**src/rtl/core/mma_pkg.sv**
```systemverilog
// ============================================================================
// MIDI message assembler package
// Shared types and constants for the message assembler core.
// ============================================================================
`default_nettype none

package mma_pkg;

    localparam int BYTE_W  = 8;
    localparam int POS_W   = 5;
    localparam int LEN_W   = 6;
    localparam int MAX_RUN = 32;

    localparam logic [BYTE_W-1:0] STATUS_MIN  = 8'h80;
    localparam logic [BYTE_W-1:0] CHANNEL_MAX = 8'hEF;
    localparam logic [BYTE_W-1:0] SYSEX_START = 8'hF0;
    localparam logic [BYTE_W-1:0] SYSEX_END   = 8'hF7;
    localparam logic [BYTE_W-1:0] MIDI_RESET  = 8'hFF;

    // high nibbles of the two-byte channel messages
    localparam logic [3:0] NIB_PROGRAM  = 4'hC;
    localparam logic [3:0] NIB_PRESSURE = 4'hD;

    typedef enum logic [1:0] {
        PM_IDLE    = 2'd0,
        PM_CHANNEL = 2'd1,
        PM_SYSEX   = 2'd2
    } t_parse_mode;

    typedef enum logic [1:0] {
        SQ_RECV = 2'd0,
        SQ_READ = 2'd1,
        SQ_LOAD = 2'd2
    } t_seq_state;

    typedef struct packed {
        logic              en;
        logic [POS_W-1:0]  addr;
        logic [BYTE_W-1:0] data;
    } t_store_wr;

    typedef struct packed {
        logic             en;
        logic [POS_W-1:0] addr;
    } t_store_rd;

endpackage

`default_nettype wire

```
**src/rtl/core/mma_store.sv**
```systemverilog
// ============================================================================
// MIDI message store
// Single-port-write, single-port-read byte memory with a registered read.
// ============================================================================
`default_nettype none

module mma_store
    import mma_pkg::*;
#(
    parameter int DEPTH = 32
) (
    input  wire logic              i_clk,
    input  wire t_store_wr         i_wr,
    input  wire t_store_rd         i_rd,
    output logic [BYTE_W-1:0]      o_rd_data
);

    localparam int AW = $clog2(DEPTH);

    logic [BYTE_W-1:0] r_mem [DEPTH];

    always_ff @(posedge i_clk) begin
        if (i_wr.en) begin
            r_mem[i_wr.addr[AW-1:0]] <= i_wr.data;
        end
    end

    // hold read data between reads
    always_ff @(posedge i_clk) begin
        if (i_rd.en) begin
            o_rd_data <= r_mem[i_rd.addr[AW-1:0]];
        end
    end

endmodule

`default_nettype wire

```
**src/rtl/core/midi_message_assembler_top.sv**
```systemverilog
// ============================================================================
// MIDI message assembler
// Assembles channel, sysex and reset messages from received MIDI bytes.
// ============================================================================
// Received bytes come in one word per accepted handshake on the rx channel.
// While idle the block waits for a status byte: 0x80-0xEF opens a channel
// message (three bytes, or two for Cx and Dx), 0xF0 opens a sysex message
// that runs up to and including 0xF7, and 0xFF is a one-byte reset message.
// Idle data bytes and other system bytes are dropped; status bytes inside a
// channel message are dropped as well (no running status). Inside sysex every
// byte is stored; bytes beyond the store (min(MSG_BUFFER_DEPTH, 32) entries)
// are dropped and the run is flagged truncated. Stored bytes are kept in a
// one-read, one-write message memory. An rx word that does not finish a
// message is taken without a stall. A word that finishes a message holds
// the rx channel while the message is replayed as a run of msg words, one
// per stored byte, status byte first; each result takes a memory read
// (SQ_READ) and then a load of the output register (SQ_LOAD), which waits
// while the msg side stalls. The output register lets a new rx word in
// while the last msg word of a run still waits to be taken.
`default_nettype none

module midi_message_assembler_top
    import mma_pkg::*;
#(
    parameter int MSG_BUFFER_DEPTH = 32
) (
    input  wire logic              i_clk,
    input  wire logic              i_rst_n,
    input  wire logic              i_rx_valid,
    output logic                   o_rx_stall,
    input  wire logic [BYTE_W-1:0] i_rx_byte,
    output logic                   o_msg_valid,
    input  wire logic              i_msg_stall,
    output logic [BYTE_W-1:0]      o_msg_byte,
    output logic [POS_W-1:0]       o_byte_position,
    output logic [LEN_W-1:0]       o_msg_length,
    output logic                   o_last_byte,
    output logic                   o_truncated
);

    // store never exceeds one full run
    localparam int STORE_CAP = (MSG_BUFFER_DEPTH > MAX_RUN) ? MAX_RUN : MSG_BUFFER_DEPTH;
    localparam logic [LEN_W-1:0] CAP_CNT = LEN_W'(STORE_CAP);

    // ------------------------------------------------------------------
    // Parser state
    // ------------------------------------------------------------------
    t_parse_mode      r_mode, n_mode;
    logic [1:0]       r_rem, n_rem;
    logic [LEN_W-1:0] r_fill, n_fill;
    logic             r_ovf, n_ovf;

    // run replay state
    t_seq_state       r_state, n_state;
    logic [POS_W-1:0] r_k;
    logic [LEN_W-1:0] r_run_len;
    logic             r_run_trunc;

    // output register
    logic              r_out_valid;
    logic [BYTE_W-1:0] r_out_byte;
    logic [POS_W-1:0]  r_out_pos;
    logic [LEN_W-1:0]  r_out_len;
    logic              r_out_last;
    logic              r_out_trunc;

    // per-word decode
    logic             rx_take;
    logic             put;
    logic             wr_en;
    logic [LEN_W-1:0] fill_base;
    logic             ovf_base;
    logic [LEN_W-1:0] fill_put;
    logic             ovf_put;
    logic             run_end;
    logic             run_trunc;
    logic [1:0]       rem_dec;

    // sequencer outputs
    logic             out_free;
    logic             rd_issue;
    logic             out_load;
    logic             k_last;

    t_store_wr         st_wr;
    t_store_rd         st_rd;
    logic [BYTE_W-1:0] st_rd_data;

    assign rx_take  = i_rx_valid && !o_rx_stall;
    assign out_free = !r_out_valid || !i_msg_stall;
    assign k_last   = (({1'b0, r_k} + LEN_W'(1)) == r_run_len);

    // ------------------------------------------------------------------
    // Byte classification and store update
    // ------------------------------------------------------------------
    always_comb begin
        n_mode    = r_mode;
        n_rem     = r_rem;
        fill_base = r_fill;
        ovf_base  = r_ovf;
        put       = 1'b0;
        run_end   = 1'b0;
        run_trunc = 1'b0;
        rem_dec   = r_rem;

        if (rx_take) begin
            case (r_mode)
                PM_CHANNEL: begin
                    // drop status bytes inside a channel message
                    if (!i_rx_byte[7]) begin
                        put     = 1'b1;
                        rem_dec = (r_rem != 2'd0) ? r_rem - 2'd1 : r_rem;
                        n_rem   = rem_dec;
                        run_end = (rem_dec == 2'd0);
                    end
                end
                PM_SYSEX: begin
                    put     = 1'b1;
                    run_end = (i_rx_byte == SYSEX_END);
                end
                default: begin
                    n_mode = PM_IDLE;
                    if (i_rx_byte[7]) begin
                        fill_base = '0;
                        ovf_base  = 1'b0;
                        if (i_rx_byte inside {[STATUS_MIN:CHANNEL_MAX]}) begin
                            put    = 1'b1;
                            n_mode = PM_CHANNEL;
                            if (i_rx_byte[7:4] inside {NIB_PROGRAM, NIB_PRESSURE}) begin
                                n_rem = 2'd1;
                            end else begin
                                n_rem = 2'd2;
                            end
                        end else if (i_rx_byte == SYSEX_START) begin
                            put    = 1'b1;
                            n_mode = PM_SYSEX;
                        end else if (i_rx_byte == MIDI_RESET) begin
                            put     = 1'b1;
                            run_end = 1'b1;
                        end
                    end
                end
            endcase
        end

        // store the byte while there is room, else flag the overflow
        wr_en    = put && (fill_base < CAP_CNT);
        fill_put = wr_en ? fill_base + LEN_W'(1) : fill_base;
        ovf_put  = (put && !wr_en) ? 1'b1 : ovf_base;

        if (r_mode == PM_SYSEX) begin
            run_trunc = ovf_put;
        end

        n_fill = fill_put;
        n_ovf  = ovf_put;
        if (run_end) begin
            n_fill = '0;
            n_ovf  = 1'b0;
            n_rem  = 2'd0;
            n_mode = PM_IDLE;
        end
    end

    always_comb begin
        st_wr.en   = wr_en;
        st_wr.addr = fill_base[POS_W-1:0];
        st_wr.data = i_rx_byte;
        st_rd.en   = rd_issue;
        st_rd.addr = r_k;
    end

    mma_store #(
        .DEPTH (STORE_CAP)
    ) u_store (
        .i_clk     (i_clk),
        .i_wr      (st_wr),
        .i_rd      (st_rd),
        .o_rd_data (st_rd_data)
    );

    // ------------------------------------------------------------------
    // Run replay sequencer
    // ------------------------------------------------------------------
    always_comb begin
        n_state = r_state;
        case (r_state)
            SQ_RECV: begin
                if (run_end) begin
                    n_state = SQ_READ;
                end
            end
            SQ_READ: begin
                n_state = SQ_LOAD;
            end
            SQ_LOAD: begin
                if (out_free) begin
                    n_state = k_last ? SQ_RECV : SQ_READ;
                end
            end
            default: begin
                n_state = SQ_RECV;
            end
        endcase
    end

    always_comb begin
        o_rx_stall = 1'b1;
        rd_issue   = 1'b0;
        out_load   = 1'b0;
        case (r_state)
            SQ_RECV: begin
                o_rx_stall = 1'b0;
            end
            SQ_READ: begin
                rd_issue = 1'b1;
            end
            SQ_LOAD: begin
                out_load = out_free;
            end
            default: begin
                o_rx_stall = 1'b1;
            end
        endcase
    end

    // ------------------------------------------------------------------
    // Registers
    // ------------------------------------------------------------------
    always_ff @(posedge i_clk) begin
        if (!i_rst_n) begin
            r_mode      <= PM_IDLE;
            r_rem       <= 2'd0;
            r_fill      <= '0;
            r_ovf       <= 1'b0;
            r_state     <= SQ_RECV;
            r_k         <= '0;
            r_out_valid <= 1'b0;
        end else begin
            r_mode  <= n_mode;
            r_rem   <= n_rem;
            r_fill  <= n_fill;
            r_ovf   <= n_ovf;
            r_state <= n_state;

            if (run_end) begin
                r_k <= '0;
            end else if (out_load) begin
                r_k <= r_k + POS_W'(1);
            end

            if (out_load) begin
                r_out_valid <= 1'b1;
            end else if (!i_msg_stall) begin
                r_out_valid <= 1'b0;
            end
        end
    end

    // capture the run header when a message closes
    always_ff @(posedge i_clk) begin
        if (run_end) begin
            r_run_len   <= fill_put;
            r_run_trunc <= run_trunc;
        end
    end

    always_ff @(posedge i_clk) begin
        if (out_load) begin
            r_out_byte  <= st_rd_data;
            r_out_pos   <= r_k;
            r_out_len   <= r_run_len;
            r_out_last  <= k_last;
            r_out_trunc <= r_run_trunc;
        end
    end

    assign o_msg_valid     = r_out_valid;
    assign o_msg_byte      = r_out_byte;
    assign o_byte_position = r_out_pos;
    assign o_msg_length    = r_out_len;
    assign o_last_byte     = r_out_last;
    assign o_truncated     = r_out_trunc;

endmodule

`default_nettype wire

```
**config.mk**
```make
export PLATFORM = sky130hd
export DESIGN_NAME = midi_message_assembler_top
export DESIGN_NICKNAME = d
export VERILOG_FILES = /design/src/rtl/core/mma_pkg.sv /design/src/rtl/core/mma_store.sv /design/src/rtl/core/midi_message_assembler_top.sv
export SDC_FILE = /design/constraint.sdc
export NUM_CORES = 1
export LEC_CHECK = 0
export BUFFER_PORTS_ARGS = -buffer_cell sky130_fd_sc_hd__buf_2
export CAP_MARGIN = 30
export CORE_MARGIN = 1.5
export CORE_UTILIZATION = 45
export CTS_BUF_LIST = sky130_fd_sc_hd__clkbuf_4 sky130_fd_sc_hd__clkbuf_8 sky130_fd_sc_hd__clkbuf_16
export CTS_CLUSTER_SIZE = 20
export DETAILED_ROUTE_END_ITERATION = 10
export PLACE_DENSITY_LB_ADDON = 0.1
export SLEW_MARGIN = 40
export SYNTH_ARGS = -nofsm -noshare
export SYNTH_HDL_FRONTEND = slang
export SYNTH_SLANG_ARGS = --single-unit
```
**constraint.sdc**
```tcl
create_clock -name i_clk -period 4.2 [get_ports i_clk]
set_input_delay 0.21 -clock i_clk [delete_from_list [all_inputs] [get_ports i_clk]]
set_output_delay 0.21 -clock i_clk [all_outputs]
set_load 0.02 [all_outputs]
```
## After elaboration in Yosys (flattened, before gate mapping)

Memories as Yosys holds them, arrays and structs flattened. A register that Yosys moved wholly into a read port is not among the register bits.
Index checks and enable logic that the tools add are counted.

| operators by class | value |
|---|---|
| add/sub/neg operators | 4 |
| order comparisons | 3 |
| equality and inequality tests | 14 |
| mux-type cells | 41 |
| bitwise operators | 3 |
| reduce and logical (&&, ||, !) cells | 19 |

Operator list:

| operator | number |
|---|---|
| 8-bit equality test (second input constant) | 3 |
| 6-bit 2-to-1 mux | 4 |
| 1-bit 2-to-1 mux | 23 |
| 2-bit 2-to-1 mux | 10 |
| 4-bit equality test (second input constant) | 2 |
| 8-bit >= comparator (second input constant) | 1 |
| 8-bit <= comparator (second input constant) | 1 |
| 2-bit nonzero test | 4 |
| 5-bit by 1-bit adder with 6-bit output (second input constant) | 1 |
| 6-bit by 1-bit adder with 6-bit output (second input constant) | 1 |
| 6-bit equality test | 1 |
| 6-bit < comparator (second input constant) | 1 |
| 2-bit != test (second input constant) | 3 |
| 2-bit case mux with 3 select lines | 1 |
| 5-bit by 1-bit adder with 5-bit output (second input constant) | 1 |
| 5-bit AND reduction | 1 |
| 2-bit by 1-bit equality test with 1-bit output (second input constant) | 2 |
| 2-bit equality test (second input constant) | 2 |
| 1-bit logical AND | 4 |
| 2-bit zero test | 2 |
| 1-bit case mux with 2 select lines | 2 |
| 2-bit case mux with 2 select lines | 1 |
| 2-bit AND reduction | 2 |
| 2-bit OR reduction | 2 |
| other kinds (5) | 9 |

| word-level totals | value |
|---|---|
| register bits after elaboration | 47 |
| RAM bits | 256 |
| input bits | 12 |
| output and inout bits | 23 |
| memories | 1 |

Memory list:

| memory | depth | width | read ports | clocked after Yosys merged registers in | write ports | line | text |
|---|---|---|---|---|---|---|---|
| u_store.r_mem | 32 | 8 | 1 | 1 | 1 | mma_store.sv:20 | `logic [BYTE_W-1:0] r_mem [DEPTH];` |

## Logic depth before layout (Yosys ltp)

| depth | value |
|---|---|
| depth in word-level cells | 11 |
| depth in mapped cells | 11 |

## Hierarchy

From an unflattened synthesis, not the netlist that was laid out.

| second synthesis, totals | value |
|---|---|
| cells, all modules | 596 |
| area, all modules | 12,268.0 µm² |

By module, submodules not included:

| module | instances | cells an instance | area an instance (µm²) | sequential area each (µm²) |
|---|---|---|---|---|
| mma_store | 1 | 417 | 10,133.5 | 7,927.6 |
| midi_message_assembler_top | 1 | 179 | 2,134.5 | 1,221.2 |

## Worst setup path after synthesis

OpenSTA, ideal clock, no wires.

| timing path | value |
|---|---|
| path kind | flip-flop to flip-flop |
| start point | reg r_mode[0] |
| end point | mem u_store.r_mem[0][0], enable pin |
| data arrival time | 2.086 ns |
| required time | 3.830 ns |
| setup slack | 1.743 ns |
| stages on the path, launching flop included | 9 |
| clock period less this slack | 2.457 ns |
| cells stage by stage | dfxtp_1 > inv_1 > ha_1 > buf_2 > nor2b_1 > or3_4 > nor2_4 > nand3_1 > nor2_1 |

| on the way | value |
|---|---|
| longest elaborated chain between the ends | 8 |
| elaborated cells between the ends (all ways) | 11 |
| those cells by class | order compare (1); eq/ne (2); mux (6); reduce/logical (2) |

Ends and longest elaborated chain:

| item | line | text |
|---|---|---|
| start: declaration | midi_message_assembler_top.sv:48 | `t_parse_mode r_mode, n_mode;` |
| start signal: assignment | midi_message_assembler_top.sv:240 | `r_mode <= n_mode;` |
| 2-bit equality test or 2-bit by 1-bit equality test with 1-bit output (tied branches) | midi_message_assembler_top.sv:107 | `case (r_mode)` |
| 2-bit OR reduction (no line) | n/a |  |
| 6-bit 2-to-1 mux | midi_message_assembler_top.sv:107 |  |
| 6-bit 2-to-1 mux | midi_message_assembler_top.sv:106 | `if (rx_take) begin` |
| 6-bit < comparator | midi_message_assembler_top.sv:147 | `wr_en = put && (fill_base < CAP_CNT);` |
| 1-bit logical AND | midi_message_assembler_top.sv:147 |  |
| 1-bit 2-to-1 mux | mma_store.sv:23 | `if (i_wr.en) begin` |
| 1-bit 2-to-1 mux (implied by the code) | mma_store.sv:24 | `r_mem[i_wr.addr[AW-1:0]] <= i_wr.data;` |
| end: declaration | mma_store.sv:20 |  |

Several ways; a longest one is shown, not always the timed one.

## Worst setup path after layout

| timing path | value |
|---|---|
| start point | reg r_state[1] |
| end point | mem u_store.r_mem[25][5], enable pin |

| on the way | value |
|---|---|
| longest elaborated chain between the ends | 7 |
| elaborated cells between the ends (all ways) | 8 |
| those cells by class | order compare (1); mux (4); reduce/logical (3) |

Ends and longest elaborated chain:

| item | line | text |
|---|---|---|
| start: declaration | midi_message_assembler_top.sv:54 | `t_seq_state r_state, n_state;` |
| start signal: assignment | midi_message_assembler_top.sv:244 | `r_state <= n_state;` |
| 2-bit zero test * | midi_message_assembler_top.sv:211 | `case (r_state)` |
| 1-bit logical AND * | midi_message_assembler_top.sv:89 | `assign rx_take = i_rx_valid && !o_rx_stall;` |
| 6-bit 2-to-1 mux | midi_message_assembler_top.sv:106 |  |
| 6-bit < comparator | midi_message_assembler_top.sv:147 |  |
| 1-bit logical AND | midi_message_assembler_top.sv:147 |  |
| 1-bit 2-to-1 mux | mma_store.sv:23 |  |
| 1-bit 2-to-1 mux (implied by the code) | mma_store.sv:24 |  |

Every way passes the cells marked *; elsewhere a longest branch is shown, timed or not.

==> flow_summary.ini <==
[global_routing]
grt_pass1_vias = 6412
overflow = 0
grt.total_usage_pct = 20.0
grt_pass1_wl_um = 41100
grt_max_degree = 36
grt_antenna_before_repair = 0

[power]
power_w = 0.00648
power_frac_clock_pct = 45.3
swShare_pct = 19.3
p_int_w = 0.00523
p_leak_nw = 4.38
peakVddDrop_uv = 264
pwr-share-comb_pct = 2.2
pwr-share-seq_pct = 52.5
powerDensity_mw_per_mm2 = 462
p_sw_w = 0.00125

[synthesis]
synth_ff_type = edfxtp_1
synth-async-reset-ratio_pct = 0
synth_fa_ha_area_share_pct = 0.814
synth_compound_area_share_pct = 4.21
ys.warnings.count = 0
synthMuxAreaShare_pct = 11.9
synthesis.nets = 681
synth_xor_area_share_pct = 0.926
ys_types = 56
syn_area_mm2 = 0.0123
syn_area_per_cell_um2 = 18.6
synth_cells = 661
synth_seq_area_share_pct = 74.4
synth_top_family_by_area = multiplexers
synth_edf_count = 292
yosys.area_share.simple_pct = 6.38
synth-seq-cells = 311

[setup_path]
crit_chain = nor3b_1, nand3_1, and2_1, inv_1, ha_1, nand3_1, nor2_1
cp-end-kind = flop
cpLargestDelayFamily = simple AND/OR/NAND/NOR gates
path_buf_inv = 1
startpoint = r_state[1]
cp_max_fo = 8
path_class = reg2reg
crit_arrival_ns = 3.41
cp_data_required_time_ns = 4.33
r2r-start = r_state[1]
crit_top_cell = nand3_1
max_stage_delay_ns = 0.81
ff2ff_setup_slack_ns = 0.92
crit_slowest_cell = nor2_1
crit_path_start_kind = flop
worst-r2r-cell-count = 7
cp_num_cells = 7

[min_path]
holdPathStages = 3
hold_path_startpoint = i_msg_stall
hp-class = in2reg

[clock_network]
worstSkewPairLatency_ns = 0.50
htreeDepth = 2
cts_resized = 0
tritoncts = done
cts_inserted_buffers = 34
clockRootBuffer = clkbuf_16
clk_pin_slew_ns = 0.06
clock-sinks = 311
cts-root-to-sink-buffers = 3

[floorplan]
fp-row-count = 60
pin_count = 35
die_width_um = 168
die-area_mm2 = 0.0283
initial_core_util_pct = 45.7
die_h_um = 168
core_area_mm2 = 0.0269

[sta]
setup_tns_ns = 0
fmax_mhz = 305
finalHoldViolCount = 0
finalWorstSetupSlack_ns = 0.924
min_period_over_period_pct = 78.0
worst_clock_skew_ns = 0.0135
tightest_slew_ns = 0.845
slew_viol_final = 0
relSlewSlack_pct = 43.6
rsz0062_at_grt = false
setup_viol = 0
layout_min_cycle_time_ns = 3.28

[detailed_routing]
finalWirelength_um = 27300
detail-route-antenna-nets = 0
vias = 6170
drtIter0Drc = 518
via_per_inst = 5.72
routedWlPerCell_um = 25.3
first_pass_iters = 5
drc = 0

[placed_design]
routabilityCongestion = 0.836
port_buffers = 34
place.detailed.hpwl_um = 17600
dp_slack_ns = 0.872

[finish]
nets = 736
final_util_pct = 52.1
mostFrequentLayoutCell = edfxtp_1
num-fill-cells = 2144
multi_input_area_mm2 = 0.00299
drive_gt1_share_pct = 27.0
regArea_mm2 = 0.00915
area_delta_synth_final_pct = 14.0
layout_common_cells = edfxtp_1, mux4_2, nor2_1
num_antenna_cells = 0

[run_status]
status = complete, no violations

[run]
cap_violations = 0
cell type report:
type,count,share of cell area (%)
sequential,311,65.3
multi-input combinational,311,21.3
clock inverter,13,0.813
inverter,7,0.188
tap,341,3.05
clock buffer,45,7.17
timing repair buffer,51,2.14
through the flow:
| step | hold slack, ns | instance area [um2] | std cells |
|---|---|---|---|
| 3_5_place_dp | 0.405 | 12900 | 1020 |
| 2_1_floorplan | 0.309 | 12300 | 661 |
| 3_3_place_gp | 0.412 | 12900 | 1020 |
| 5_1_grt | 0.0534 | 14000 | 1079 |
| 4_1_cts | 0.0165 | 14000 | 1079 |
| 6_report | 0.0352 | 14000 | 1079 |
cell families (layout without fill, tap and decap cells):
| group | after synthesis | in the layout |
|---|---|---|
| and+or+nand+nor | 147 | 147 |
| muxes | 74 | 74 |
| xor gates and xnor gates | 13 | 13 |
| AOI/OAI and AO/OA | 69 | 69 |
| adders and majority gates | 8 | 8 |
| buffers and inverters | 39 | 116 |
| DFF | 311 | 311 |
power by group through the flow:
stage	Combinational (W)	Sequential (W)	Clock (W)
floorplan	0.0000576	0.00346	0
global placement	0.000144	0.00347	0
detailed placement	0.000147	0.00347	0
CTS	0.000147	0.00340	0.00298
global route	0.000159	0.00340	0.00310
finish	0.000144	0.00340	0.00293
cell usage after synthesis, types with 2 or more instances:
cell type / n / share of area [%]
edfxtp_1: 292 / 71
mux4_2: 56 / 10
nor2_1: 50 / 1.5
nand2_1: 24 / 0.73
dfxtp_1: 19 / 3.1
mux2_2: 17 / 1.6
clkbuf_1: 14 / 0.43
buf_2: 13 / 0.53
nand3_1: 11 / 0.45
nor2b_1: 10 / 0.51
or2_2: 10 / 0.51
a21boi_0: 9 / 0.55
o22ai_1: 9 / 0.46
a221oi_1: 8 / 0.57
a22o_1: 8 / 0.57
a22oi_1: 8 / 0.49
ha_1: 8 / 0.81
o221ai_1: 8 / 0.57
a21oi_1: 7 / 0.28
inv_1: 7 / 0.21
xnor2_1: 7 / 0.50
nor3_1: 6 / 0.24
xor2_1: 6 / 0.43
nand2b_1: 5 / 0.25
nor3_2: 4 / 0.33
and2_1: 3 / 0.15
buf_1: 3 / 0.092
nand3b_1: 3 / 0.18
nand4_1: 3 / 0.15
nor3b_1: 3 / 0.18
a211oi_1: 2 / 0.12
nand4b_1: 2 / 0.14
o21a_1: 2 / 0.12
o21ai_0: 2 / 0.081
metal layers:
| layer | GRT usage, % | part of all wire (%) | vias up |
|---|---|---|---|
| li1 | - | - | 2775 |
| met1 | 27.4 | 44 | 3172 |
| met2 | 33.8 | 50 | 183 |
| met3 | 2.66 | 4.5 | 40 |
| met4 | 5.75 | 2.1 | 0 |
| met5 | 0 | 0 | - |
worst paths after layout:
kind | endpoint
max | u_store.r_mem[25][5]
max reg2reg | u_store.r_mem[25][5]
min | o_msg_valid
min reg2reg | o_msg_byte[7]
repair_timing:
action / 4_1_cts / 5_1_grt
hold buffers: 1 / 0
buffers inserted: 0 / 0
endpoints found under the hold margin: 3 / 0
worst min-delay path, stage by stage:
cell	delay [ns]
buf_2	0.11
nand2_1	0.08
a21boi_0	0.08
registers in the layout, indices dropped and copies added, names as in the netlist:
name / flops
r_k: 5
o_byte_position: 5
o_last_byte: 1
o_msg_length: 6
u_store.r_mem: 256
r_state: 2
r_run_trunc: 1
r_fill: 6
o_msg_valid: 1
o_msg_byte: 8
r_ovf: 1
o_truncated: 1
r_mode: 2
r_run_len: 6
r_rem: 2
u_store.o_rd_data: 8
No activity file was read; power rests on OpenSTA's default activity.
